## config.mk

```make
export PLATFORM = sky130hd
export DESIGN_NAME = http_chunked_body_decoder_core_flat
export DESIGN_NICKNAME = d
export VERILOG_FILES = /design/src/rtl/core/hcbd_pkg.sv /design/src/rtl/core/hcbd_in_if.sv /design/src/rtl/core/hcbd_out_if.sv /design/src/rtl/core/http_chunked_body_decoder_core.sv /design/src/flat_wrapper.sv
export SDC_FILE = /design/constraint.sdc
export NUM_CORES = 1
export LEC_CHECK = 0
export ABC_AREA = 1
export BUFFER_PORTS_ARGS = -buffer_cell sky130_fd_sc_hd__buf_4
export CAP_MARGIN = 15
export CORE_UTILIZATION = 60
export DETAILED_ROUTE_END_ITERATION = 10
export HOLD_SLACK_MARGIN = 0.02
export PLACE_DENSITY = 0.86
export SYNTH_ARGS = -nofsm -noshare
export SYNTH_HDL_FRONTEND = slang
export SYNTH_SLANG_ARGS = --single-unit
```

## constraint.sdc

```tcl
create_clock -name i_clk -period 2.95 [get_ports i_clk]
set_input_delay 0.59 -clock i_clk [delete_from_list [all_inputs] [get_ports i_clk]]
set_output_delay 0.59 -clock i_clk [all_outputs]
set_load 0.02 [all_outputs]
```

## src/rtl/core/hcbd_pkg.sv

```systemverilog
`timescale 1ns / 1ps

package hcbd_pkg;

    localparam int BYTE_W = 8;
    localparam int KIND_W = 2;
    localparam int HEX_W  = 4;

    // Parser phases, one-hot.
    typedef enum logic [5:0] {
        PH_FIRST  = 6'b000001,
        PH_HEADER = 6'b000010,
        PH_SIZE   = 6'b000100,
        PH_DATA   = 6'b001000,
        PH_TRAIL  = 6'b010000,
        PH_DONE   = 6'b100000
    } t_phase;

    typedef logic [KIND_W-1:0] t_kind;

    localparam t_kind K_BODY = 2'd0;
    localparam t_kind K_END  = 2'd1;
    localparam t_kind K_BAD  = 2'd2;
    localparam t_kind K_BIG  = 2'd3;

    localparam logic [BYTE_W-1:0] CH_CR = 8'h0D;
    localparam logic [BYTE_W-1:0] CH_LF = 8'h0A;
    localparam logic [BYTE_W-1:0] CH_H  = 8'h48;

    localparam logic [1:0] HDR_LAST  = 2'd3;
    localparam logic [1:0] TRAIL_LEN = 2'd2;

    typedef struct packed {
        logic             ok;
        logic [HEX_W-1:0] val;
    } t_hex;

    // Decodes one ASCII hex digit; ok is low for any other byte.
    function automatic t_hex hex_decode(input logic [BYTE_W-1:0] c);
        t_hex r;
        r.ok  = 1'b1;
        r.val = '0;
        if (c >= 8'h30 && c <= 8'h39) begin
            r.val = HEX_W'(c - 8'h30);
        end else if (c >= 8'h61 && c <= 8'h66) begin
            r.val = HEX_W'(c - 8'h57);
        end else if (c >= 8'h41 && c <= 8'h46) begin
            r.val = HEX_W'(c - 8'h37);
        end else begin
            r.ok = 1'b0;
        end
        return r;
    endfunction

endpackage

```

## src/rtl/core/hcbd_in_if.sv

```systemverilog
`timescale 1ns / 1ps

interface hcbd_in_if;
    import hcbd_pkg::*;

    logic              valid;
    logic              ready;
    logic [BYTE_W-1:0] in_byte;

    modport source (output valid, output in_byte, input ready);
    modport sink   (input valid, input in_byte, output ready);
endinterface

```

## src/rtl/core/hcbd_out_if.sv

```systemverilog
`timescale 1ns / 1ps

interface hcbd_out_if;
    import hcbd_pkg::*;

    logic              valid;
    logic              ready;
    logic [KIND_W-1:0] kind;
    logic [BYTE_W-1:0] body_byte;

    modport source (output valid, output kind, output body_byte, input ready);
    modport sink   (input valid, input kind, input body_byte, output ready);
endinterface

```

## src/rtl/core/http_chunked_body_decoder_core.sv

```systemverilog
`timescale 1ns / 1ps
// Output timing: a result word is registered and shows on o_out in the cycle after the input word that causes it.
// Throughput: one input word per cycle; the decode is a single pass from the parser state
// and the incoming byte into the state registers and the output register.
// Input is stalled only while the output register holds a word that is not being taken.
// Reset (i_rst_n low, synchronous) returns the parser to the first-byte phase and empties
// the output register; no clearing pass is needed.

module http_chunked_body_decoder_core #(
    parameter int SIZE_BITS = 32
) (
    input  logic       i_clk,
    input  logic       i_rst_n,
    hcbd_in_if.sink    i_in,
    hcbd_out_if.source o_out
);
    import hcbd_pkg::*;

    // Parser state. The size accumulator and the remaining-byte count are SIZE_BITS wide,
    // which sets the largest chunk size the decoder will accept.
    t_phase               r_phase,        n_phase;
    logic [1:0]           r_header_match, n_header_match;
    logic [SIZE_BITS-1:0] r_size_accum,   n_size_accum;
    logic                 r_digits_seen,  n_digits_seen;
    logic                 r_digits_ended, n_digits_ended;
    logic                 r_cr_pending,   n_cr_pending;
    logic [SIZE_BITS-1:0] r_bytes_left,   n_bytes_left;
    logic [1:0]           r_skip_left,    n_skip_left;

    // Output register. It is a single stage, but the input side keeps flowing whenever
    // the downstream consumer takes the held word in the same cycle.
    logic              r_out_valid;
    t_kind             r_kind;
    logic [BYTE_W-1:0] r_body;

    logic              in_acc;
    logic              out_acc;
    logic              emit;
    t_kind             emit_kind;
    logic [BYTE_W-1:0] emit_byte;

    // Size-line view of the state. A first byte other than 'H' opens a size line, so in
    // that phase the line starts from cleared fields.
    logic [SIZE_BITS-1:0] sl_accum;
    logic                 sl_seen;
    logic                 sl_ended;
    logic                 sl_cr;
    t_hex                 hex;
    logic [BYTE_W-1:0]    c;
    logic [BYTE_W-1:0]    hdr_want;
    logic [SIZE_BITS-1:0] left_dec;
    logic [1:0]           skip_dec;

    assign c       = i_in.in_byte;
    assign out_acc = r_out_valid && o_out.ready;
    assign i_in.ready = !r_out_valid || o_out.ready;
    assign in_acc  = i_in.valid && i_in.ready;

    assign hex      = hex_decode(c);
    assign sl_accum = (r_phase == PH_FIRST) ? '0   : r_size_accum;
    assign sl_seen  = (r_phase == PH_FIRST) ? 1'b0 : r_digits_seen;
    assign sl_ended = (r_phase == PH_FIRST) ? 1'b0 : r_digits_ended;
    assign sl_cr    = (r_phase == PH_FIRST) ? 1'b0 : r_cr_pending;
    assign hdr_want = r_header_match[0] ? CH_LF : CH_CR;
    assign left_dec = r_bytes_left - SIZE_BITS'(1);
    assign skip_dec = (r_skip_left != 2'd0) ? r_skip_left - 2'd1 : 2'd0;

    always_comb begin
        n_phase        = r_phase;
        n_header_match = r_header_match;
        n_size_accum   = r_size_accum;
        n_digits_seen  = r_digits_seen;
        n_digits_ended = r_digits_ended;
        n_cr_pending   = r_cr_pending;
        n_bytes_left   = r_bytes_left;
        n_skip_left    = r_skip_left;
        emit           = 1'b0;
        emit_kind      = K_BODY;
        emit_byte      = '0;

        // The size-line handler is shared by the first-byte and size phases.
        if ((r_phase == PH_FIRST && c != CH_H) || r_phase == PH_SIZE) begin
            n_phase        = PH_SIZE;
            n_size_accum   = sl_accum;
            n_digits_seen  = sl_seen;
            n_digits_ended = sl_ended;
            if (sl_cr && c == CH_LF) begin
                // End of the size line: decide between bad line, end of body and data.
                n_cr_pending = 1'b0;
                if (!sl_seen) begin
                    n_phase   = PH_DONE;
                    emit      = 1'b1;
                    emit_kind = K_BAD;
                end else if (sl_accum == '0) begin
                    n_phase   = PH_DONE;
                    emit      = 1'b1;
                    emit_kind = K_END;
                end else begin
                    n_bytes_left = sl_accum;
                    n_phase      = PH_DATA;
                end
            end else begin
                n_cr_pending = (c == CH_CR);
                if (!hex.ok) begin
                    n_digits_ended = 1'b1;
                end else if (!sl_ended) begin
                    // A digit that would shift a set bit out of the accumulator is an error.
                    if (sl_accum[SIZE_BITS-1 -: HEX_W] != '0) begin
                        n_phase   = PH_DONE;
                        emit      = 1'b1;
                        emit_kind = K_BIG;
                    end else begin
                        n_size_accum  = {sl_accum[SIZE_BITS-HEX_W-1:0], hex.val};
                        n_digits_seen = 1'b1;
                    end
                end
            end
        end else begin
            case (r_phase)
                PH_FIRST: begin
                    // Only an 'H' reaches here: a header precedes the body.
                    n_phase        = PH_HEADER;
                    n_header_match = '0;
                end
                PH_HEADER: begin
                    // Track progress through CR LF CR LF; a stray CR restarts at one.
                    if (c == hdr_want) begin
                        if (r_header_match == HDR_LAST) begin
                            n_header_match = '0;
                            n_phase        = PH_SIZE;
                            n_size_accum   = '0;
                            n_digits_seen  = 1'b0;
                            n_digits_ended = 1'b0;
                            n_cr_pending   = 1'b0;
                        end else begin
                            n_header_match = r_header_match + 2'd1;
                        end
                    end else begin
                        n_header_match = (c == CH_CR) ? 2'd1 : 2'd0;
                    end
                end
                PH_DATA: begin
                    n_bytes_left = left_dec;
                    if (left_dec == '0) begin
                        n_phase     = PH_TRAIL;
                        n_skip_left = TRAIL_LEN;
                    end
                    emit      = 1'b1;
                    emit_kind = K_BODY;
                    emit_byte = c;
                end
                PH_TRAIL: begin
                    // The two bytes closing a chunk are dropped whatever they hold.
                    n_skip_left = skip_dec;
                    if (skip_dec == 2'd0) begin
                        n_phase        = PH_SIZE;
                        n_size_accum   = '0;
                        n_digits_seen  = 1'b0;
                        n_digits_ended = 1'b0;
                        n_cr_pending   = 1'b0;
                    end
                end
                default: begin
                    // Done: every byte is consumed without a result.
                end
            endcase
        end
    end

    always_ff @(posedge i_clk) begin
        if (!i_rst_n) begin
            r_phase        <= PH_FIRST;
            r_header_match <= '0;
            r_size_accum   <= '0;
            r_digits_seen  <= 1'b0;
            r_digits_ended <= 1'b0;
            r_cr_pending   <= 1'b0;
            r_bytes_left   <= '0;
            r_skip_left    <= '0;
            r_out_valid    <= 1'b0;
        end else begin
            if (in_acc) begin
                r_phase        <= n_phase;
                r_header_match <= n_header_match;
                r_size_accum   <= n_size_accum;
                r_digits_seen  <= n_digits_seen;
                r_digits_ended <= n_digits_ended;
                r_cr_pending   <= n_cr_pending;
                r_bytes_left   <= n_bytes_left;
                r_skip_left    <= n_skip_left;
            end
            if (in_acc && emit) begin
                r_out_valid <= 1'b1;
            end else if (out_acc) begin
                r_out_valid <= 1'b0;
            end
        end
    end

    // Payload of the output register needs no reset.
    always_ff @(posedge i_clk) begin
        if (in_acc && emit) begin
            r_kind <= emit_kind;
            r_body <= emit_byte;
        end
    end

    assign o_out.valid     = r_out_valid;
    assign o_out.kind      = r_kind;
    assign o_out.body_byte = r_body;

    // A terminating word is only ever loaded together with the move to the done phase.
    a_term_done: assert property (@(posedge i_clk) disable iff (!i_rst_n)
        (r_out_valid && r_kind != K_BODY) |-> (r_phase == PH_DONE))
        else $error("terminating word held outside done phase");

    // The data phase always has at least one byte left to pass.
    a_data_left: assert property (@(posedge i_clk) disable iff (!i_rst_n)
        (r_phase == PH_DATA) |-> (r_bytes_left != '0))
        else $error("data phase with zero bytes left");

    // The trailer phase always has a byte left to skip.
    a_trail_left: assert property (@(posedge i_clk) disable iff (!i_rst_n)
        (r_phase == PH_TRAIL) |-> (r_skip_left != 2'd0))
        else $error("trailer phase with nothing to skip");

    // Once done, the parser stays done and produces no further words.
    a_done_sticky: assert property (@(posedge i_clk) disable iff (!i_rst_n)
        (in_acc && r_phase == PH_DONE) |=> (r_phase == PH_DONE && !$rose(r_out_valid)))
        else $error("activity after end of body");

endmodule

```

## src/flat_wrapper.sv

```systemverilog
// flat-port wrapper written by rule: the top's interface ports become plain ports
module http_chunked_body_decoder_core_flat import hcbd_pkg::*;
#(
    parameter int SIZE_BITS = 32
)
  (i_clk, i_rst_n, i_in_valid, i_in_in_byte, i_in_ready, o_out_valid, o_out_kind, o_out_body_byte, o_out_ready);
  hcbd_in_if i_in_i ();
  hcbd_out_if o_out_i ();
  input  logic i_clk;
  input  logic i_rst_n;
  input wire logic [$bits(i_in_i.valid)-1:0] i_in_valid;
  input wire logic [$bits(i_in_i.in_byte)-1:0] i_in_in_byte;
  output wire logic [$bits(i_in_i.ready)-1:0] i_in_ready;
  output wire logic [$bits(o_out_i.valid)-1:0] o_out_valid;
  output wire logic [$bits(o_out_i.kind)-1:0] o_out_kind;
  output wire logic [$bits(o_out_i.body_byte)-1:0] o_out_body_byte;
  input wire logic [$bits(o_out_i.ready)-1:0] o_out_ready;
  assign i_in_i.valid = i_in_valid;
  assign i_in_i.in_byte = i_in_in_byte;
  assign i_in_ready = i_in_i.ready;
  assign o_out_valid = o_out_i.valid;
  assign o_out_kind = o_out_i.kind;
  assign o_out_body_byte = o_out_i.body_byte;
  assign o_out_i.ready = o_out_ready;
  http_chunked_body_decoder_core #(.SIZE_BITS(SIZE_BITS)) u_core (.i_clk(i_clk), .i_rst_n(i_rst_n), .i_in(i_in_i), .o_out(o_out_i));
endmodule
```

==> metrics.cfg, run 1 <==
[status]
status = completed

[routing]
dr_total_vias = 6180
routed_wl_um = 15600
drc = 0
viasPerCell = 5.83
ant_nets = 0
drtIter0Drc = 498
drt-pass1-iter-count = 5
wl_per_cell_um = 14.8

[place]
placed_area_um2 = 6130
place_inst = 1044
gp_congestion = 0.936
io_buffers = 23
dp_hpwl_um = 10800

[clock_network]
clk_latency_ps = 370
cts_buffers = 9
post_cts_buffers = 0
cts_buffer_depth = 2
cts.clk_slew.worst_paths_ps = 90
cts_tree = done
cts_root_buffer = clkbuf_8
cts_sinks = 88
htreeDepth = 3

[layout]
layout_common_cells = nand2_1, nor2_1, dfxtp_1
diodes = 0
syn2layout_area_growth_pct = 8.77
fin_cells = 1060
drive_above_1_share_pct = 14.2
fin_nets = 945
final_common_cell = nand2_1
fin_area_um2 = 6410
num-fill-cells = 851

[yosys]
synth_top_family_by_area = simple AND/OR/NAND/NOR gates
synth-edff-count = 10
synth_compound_area_share_pct = 15.9
synthMuxAreaShare_pct = 0
yosysSeqAreaShare_pct = 31.6
ys_types = 39
ys.flop_type = dfxtp_1
yosysTopAreaCellShare_pct = 26.5
syn-cell-area_um2 = 5890
synth_top_area_cell = dfxtp_1
ys_warn_count = 0
syn_nets = 935
synth_adder_area_share_pct = 1.49
synth-xor-area-share_pct = 0.743
syn-instance-count = 916
synthTopCellsByArea = dfxtp_1, nand2_1, nor2_1, nand3_1, edfxtp_1
syn_area_per_cell_um2 = 6.43
ys_ff_latch = 88
yosys.area_share.simple_pct = 41.4
async_flop_share_pct = 0

[sta]
tightest_slew_ps = 731
slew_headroom_pct = 51.2
finalSetupViolCount = 0
post-route-min-period_ps = 2730
finalCritPeriodShare_pct = 92.6
hold_slack_ps = 442
skew_ps = 12.6
fin_tns_setup_ps = 0
timing.fmax_mhz = 366
rsz0062_at_grt = no
final_max_slew_viol_count = 0
hold_violations = 0

[power_and_ir_drop]
combPwrFrac_pct = 55.5
p_total_mw = 5.61
internal_power_mw = 2.90
leakagePower_nw = 2.86
p_clk_share_pct = 19.9
power_density_nw_per_um2 = 875
p_switching_mw = 2.70
power_frac_seq_pct = 24.6
peakVddDrop_mv = 0.534
p_sw_share_pct = 48.2

[die]
chipHeight_um = 101
row_count = 35
die_area_um2 = 10200
ios = 24
start_util_pct = 62.9
die-width_um = 101
coreArea_um2 = 9370

[global_route]
grt_pass1_wl_um = 26300
track_usage_pct = 32.7
grt_antenna_before_repair = 0
grt_pass1_vias = 5563
grt_max_degree = 61
gr-total-overflow = 0

[setup_path]
critPathLaunchType = flip-flop
crit_required_ps = 3200
worst-setup-path-type = flip-flop to flip-flop
crit_fanout = 8
cp-end-kind = flip-flop
crit_arrival_ps = 2990

[run]
maxCapViolations = 0

[min_path]
hp-class = primary input to flip-flop

==> worst paths after layout <==
kind	endpoint	slack [ps]	from	depth (start not counted)
setup reg to reg	u_core.r_phase[5]$_SDFFE_PN0P_	220	u_core.r_bytes_left[0]$_SDFFE_PN0P_	15
hold reg to reg	u_core.r_size_accum[4]$_SDFFE_PN0P_	470	u_core.r_size_accum[4]$_SDFFE_PN0P_	2
setup / recovery	u_core.r_phase[5]$_SDFFE_PN0P_	220	u_core.r_bytes_left[0]$_SDFFE_PN0P_	15
hold / removal	u_core.r_phase[0]$_SDFFE_PN1P_	440	i_rst_n	2
==> logic make-up (layout without fill, tap and decap cells) <==
kind of cell               after synthesis  count (layout)
adders and majority gates                7               7
buffers and inverters                  113             128
DFF                                     88              88
xor gates and xnor gates                 5               5
and+or+nand+nor                        549             549
AOI/OAI and AO/OA                      154             154
==> routing by layer <==
metal  up-vias  share of wire (%)  global-route usage [%]
li1       3018                  -                       -
met1      2827                 44                    43.8
met2       304                 45                    50.2
met3        31                8.8                    7.28
met4         0                2.7                    15.1
met5         -                  0                       0
==> Yosys cell counts (2+ instances only) <==
cell type and n:
ha_1 7, a21oi_2 30, buf_2 8, nand3b_1 6, clkbuf_1 18, dfxtp_1 78
buf_6 2, nor4_2 2, clkinv_1 2, nand3_1 71, nor2_2 6, a21oi_1 48
nor2_1 106, xor2_1 4, buf_12 2, o21ai_0 49, inv_1 68, edfxtp_1 10
o211ai_1 15, nor3_2 2, inv_2 4, nand2_2 21, buf_4 8, nand4_1 28
nand3_2 4, nand2_4 3, o21ai_1 9, nand2_1 294
==> per-stage QoR <==
stage               utilization (%)  worst slack, ps
floorplan                         -              657
finish                         68.4              217
global route                   68.4             13.6
CTS                            68.2              203
global placement               65.4              335
detailed placement             65.4              285
==> critical path, stage by stage (launching register included) <==
cell and delay, ps:
dfxtp_1 350, inv_1 130, ha_1 250, nand3_2 180, nor2_2 240, nand2_1 150
nand2_1 90, nand2_1 60, nor2_1 110, nand2_1 60, nor3_2 220, nand3_1 130
nand2_1 140, nand3_2 190, a21oi_1 270, nor2_1 60
==> sequential cells by signal, indices dropped and copies added, names as in the netlist, 2 cells and up <==
name / flops
u_core.r_bytes_left: 32
u_core.r_header_match: 2
u_core.r_size_accum: 32
u_core.o_out.kind: 2
u_core.r_phase: 6
u_core.r_skip_left: 2
u_core.o_out.body_byte: 8
==> power groups by stage <==
stage | Sequential, mW | Combinational, mW | Clock [mW]
floorplan | 1.39 | 2.41 | 0
CTS | 1.38 | 3.04 | 1.12
finish | 1.38 | 3.11 | 1.12
detailed placement | 1.40 | 3.00 | 0
global route | 1.39 | 3.51 | 1.17
global placement | 1.40 | 2.97 | 0
==> what timing repair did <==
action	in CTS	in global routing
endpoints found under the setup margin	0	1
hold buffers	0	0
resized for setup	0	3
==> final cells by class <==
type | count | area [um2] | area share (%)
tap | 129 | 161 | 2.52
sequential | 88 | 1860 | 29.1
timing repair buffer | 38 | 323 | 5.04
clock buffer | 10 | 128 | 1.99
multi-input combinational | 715 | 3520 | 54.9
clock inverter | 6 | 138 | 2.15
inverter | 74 | 278 | 4.34
No activity file was read; power rests on OpenSTA's default activity.
==> run 2: changes to the inputs <==
--- a/config.mk
+++ b/config.mk
@@ -11,7 +11,8 @@
 export CORE_UTILIZATION = 60
 export DETAILED_ROUTE_END_ITERATION = 10
 export HOLD_SLACK_MARGIN = 0.02
-export PLACE_DENSITY = 0.86
+export PLACE_DENSITY = 0.78
+export SLEW_MARGIN = 10
 export SYNTH_ARGS = -nofsm -noshare
 export SYNTH_HDL_FRONTEND = slang
 export SYNTH_SLANG_ARGS = --single-unit
==> run 2 against run 1 <==
  * Non-clock buffer count shrank 2
  * Sequential share of layout area up 0.44 points
  * Count of clock-buffer cells in the layout unchanged
  * Hold slack better by 1.8 ps
  * Largest cell class unchanged
==> metrics.cfg, run 2 (synthesis results as in run 1) <==
[place]
pre_cts_slack_ps = 195  ; -89.4 ps
placed_area_um2 = 6110  ; -0.25%
io_buffers = 23  ; unchanged
dp_hpwl_um = 11600  ; +7.8%
gp_congestion = 1.03  ; +9.7%
place_inst = 1042  ; -0.19%

[status]
status = completed

[min_path]
min_to = u_core.r_phase[0]$_SDFFE_PN1P_
hp-class = primary input to flip-flop
min_from = i_rst_n
min_path_cells = 2  ; unchanged

[die]
die-width_um = 101  ; unchanged
row_count = 35  ; unchanged
die_area_um2 = 10200  ; unchanged
ios = 24  ; unchanged
coreArea_um2 = 9370  ; unchanged
start_util_pct = 62.9  ; unchanged
chipHeight_um = 101  ; unchanged

[setup_path]
critPathLaunchType = flip-flop
rrSetupSlack_ps = 170  ; -50 ps
crit_fanout = 39  ; +31
r2r_start = u_core.r_phase[4]$_SDFFE_PN0P_
cp-end-kind = flip-flop
worst-setup-path-type = flip-flop to flip-flop
worstRegToRegCells = 12  ; -3
crit_required_ps = 2990  ; -210 ps
timing.rr.end = u_core.o_out.body_byte[3]$_SDFFCE_PP0P_
crit_arrival_ps = 2820  ; -170 ps

[layout]
fin_cells = 1058  ; -0.19%
layout_common_cells = nand2_1, nor2_1, dfxtp_1
syn2layout_area_growth_pct = 7.14
regArea_um2 = 1860  ; unchanged
drive_above_1_share_pct = 13.9  ; -0.29 points
multi_input_area_um2 = 3510  ; -0.36%
fin_area_um2 = 6310  ; -1.5%
final_common_cell = nand2_1
diodes = 0  ; unchanged
fin_nets = 943  ; -0.21%
num-fill-cells = 884  ; +3.9%

[routing]
met1Wirelength_um = 7290  ; +7.1%
drt-pass1-iter-count = 5  ; unchanged
ant_nets = 0  ; unchanged
topRoutingLayerUsed = met5
routed_wl_um = 15900  ; +2.0%
dr_total_vias = 6115  ; -1.1%
wl_per_cell_um = 15.1  ; +2.1%
drc = 0  ; unchanged
wl_met2_um = 6710  ; -4.7%
drtIter0Drc = 575  ; +15%
dr_wl_met3_um = 1610  ; +18%
viasPerCell = 5.78  ; -0.86%

[sta]
rsz0062_at_grt = no
post-route-min-period_ps = 2780  ; +50.0 ps
timing.fmax_mhz = 359  ; -1.8%
finalCritPeriodShare_pct = 94.3  ; +1.7 points
finalSetupViolCount = 0  ; unchanged
slew_headroom_pct = 58.5  ; +7.3 points
tightest_slew_ps = 618  ; -113 ps
finalWorstSetupSlack_ps = 167  ; -50.0 ps
skew_ps = 14.5  ; +1.90 ps
hold_violations = 0  ; unchanged
fin_tns_setup_ps = 0  ; unchanged
final_max_slew_viol_count = 0  ; unchanged

[clock_network]
htreeDepth = 3  ; unchanged
cts_sinks = 88  ; unchanged
cts_resized = 0  ; unchanged
cts_tree = done
cts.clk_slew.worst_paths_ps = 100  ; about the same
clk_latency_ps = 370  ; about the same
cts_buffers = 9  ; unchanged
cts_root_buffer = clkbuf_8
post_cts_buffers = 0  ; unchanged
cts_buffer_depth = 2  ; unchanged
hold_buffers = 0  ; unchanged

[power_and_ir_drop]
power_frac_seq_pct = 26.0  ; +1.4 points
internal_power_mw = 2.64  ; -9.1%
p_clk_share_pct = 16.5  ; -3.4 points
power_density_nw_per_um2 = 841  ; -3.9%
p_switching_mw = 2.67  ; -1.3%
peakVddDrop_mv = 0.827  ; +55%
combPwrFrac_pct = 57.5  ; +2.0 points
p_sw_share_pct = 50.3  ; +2.1 points
leakagePower_nw = 2.81  ; -1.7%

[run]
maxCapViolations = 0  ; unchanged

[global_route]
gr-total-overflow = 0  ; unchanged
grt_max_degree = 57  ; -6.6%
track_usage_pct = 32.6  ; -0.15 points
grt_antenna_before_repair = 1  ; +1
grt_pass1_vias = 5403  ; -2.9%
grt_pass1_wl_um = 26100  ; -0.81%

-- run 2: cell types whose count changed in the layout (fill, tap and decap cells not counted), sizes merged --
cell      delta
buf          -2
bufinv       -3
clkinv       +3
clkinvlp     +1
inv          -1
-- run 2: worst max path at each step --
stage                                              end  cells after the start  slack (ps)                            from
2_1_floorplan  u_core.o_out.body_byte[0]$_SDFFCE_PP0P_                     12         660                 i_in_in_byte[1]
3_3_place_gp   u_core.o_out.body_byte[1]$_SDFFCE_PP0P_                     13         210                 i_in_in_byte[1]
3_5_place_dp   u_core.o_out.body_byte[4]$_SDFFCE_PP0P_                     13         200                 i_in_in_byte[1]
4_1_cts        u_core.o_out.body_byte[1]$_SDFFCE_PP0P_                     12         210  u_core.r_phase[4]$_SDFFE_PN0P_
5_1_grt             u_core.o_out.kind[1]$_SDFFCE_PP0P_                     12           5  u_core.r_phase[4]$_SDFFE_PN0P_
6_report       u_core.o_out.body_byte[3]$_SDFFCE_PP0P_                     12         170  u_core.r_phase[4]$_SDFFE_PN0P_
-- run 2: power by group through the flow --
stage,Clock (mW),Sequential [mW],Combinational [mW]
6_report,0.876,1.38,3.05
5_1_grt,0.928,1.39,3.42
4_1_cts,0.885,1.38,3.00
3_5_place_dp,0,1.40,2.99
3_3_place_gp,0,1.40,2.96
2_1_floorplan,0,1.39,2.41
-- run 2: per-layer routing --
layer  track usage [%]  up-vias
met3              6.87       31
met5                 0        -
met4              9.59        2
met1              48.1     2792
met2              47.3      276
li1                  -     3014
-- run 2: worst max-delay path: stages (launching register included) --
cell and delay [ps]:
dfxtp_1 330, nor2_1 200, nand4_2 140, buf_12 200, nand2_1 240, nand4_1 180, nor2_1 140, nand4_1 250
nand3_1 220, nand2_1 70, nand2_1 60, nand2_1 80, inv_1 310
-- run 2: layout make-up --
type                       count  share of cell area (%)
sequential                    88                    29.5
inverter                      74                    4.40
tap                          129                    2.56
clock inverter                 6                    1.09
timing repair buffer          36                    4.88
clock buffer                  10                    2.02
multi-input combinational    715                    55.6
-- run 2: metrics by stage --
stage          utilization [%]  hold WS [ps]  total power [mW]
2_1_floorplan                -           441              3.80
6_report                  67.3           444              5.30
4_1_cts                   67.3           426              5.26
3_5_place_dp              65.2           456              4.39
5_1_grt                   67.3           445              5.74
3_3_place_gp              65.2           451              4.36
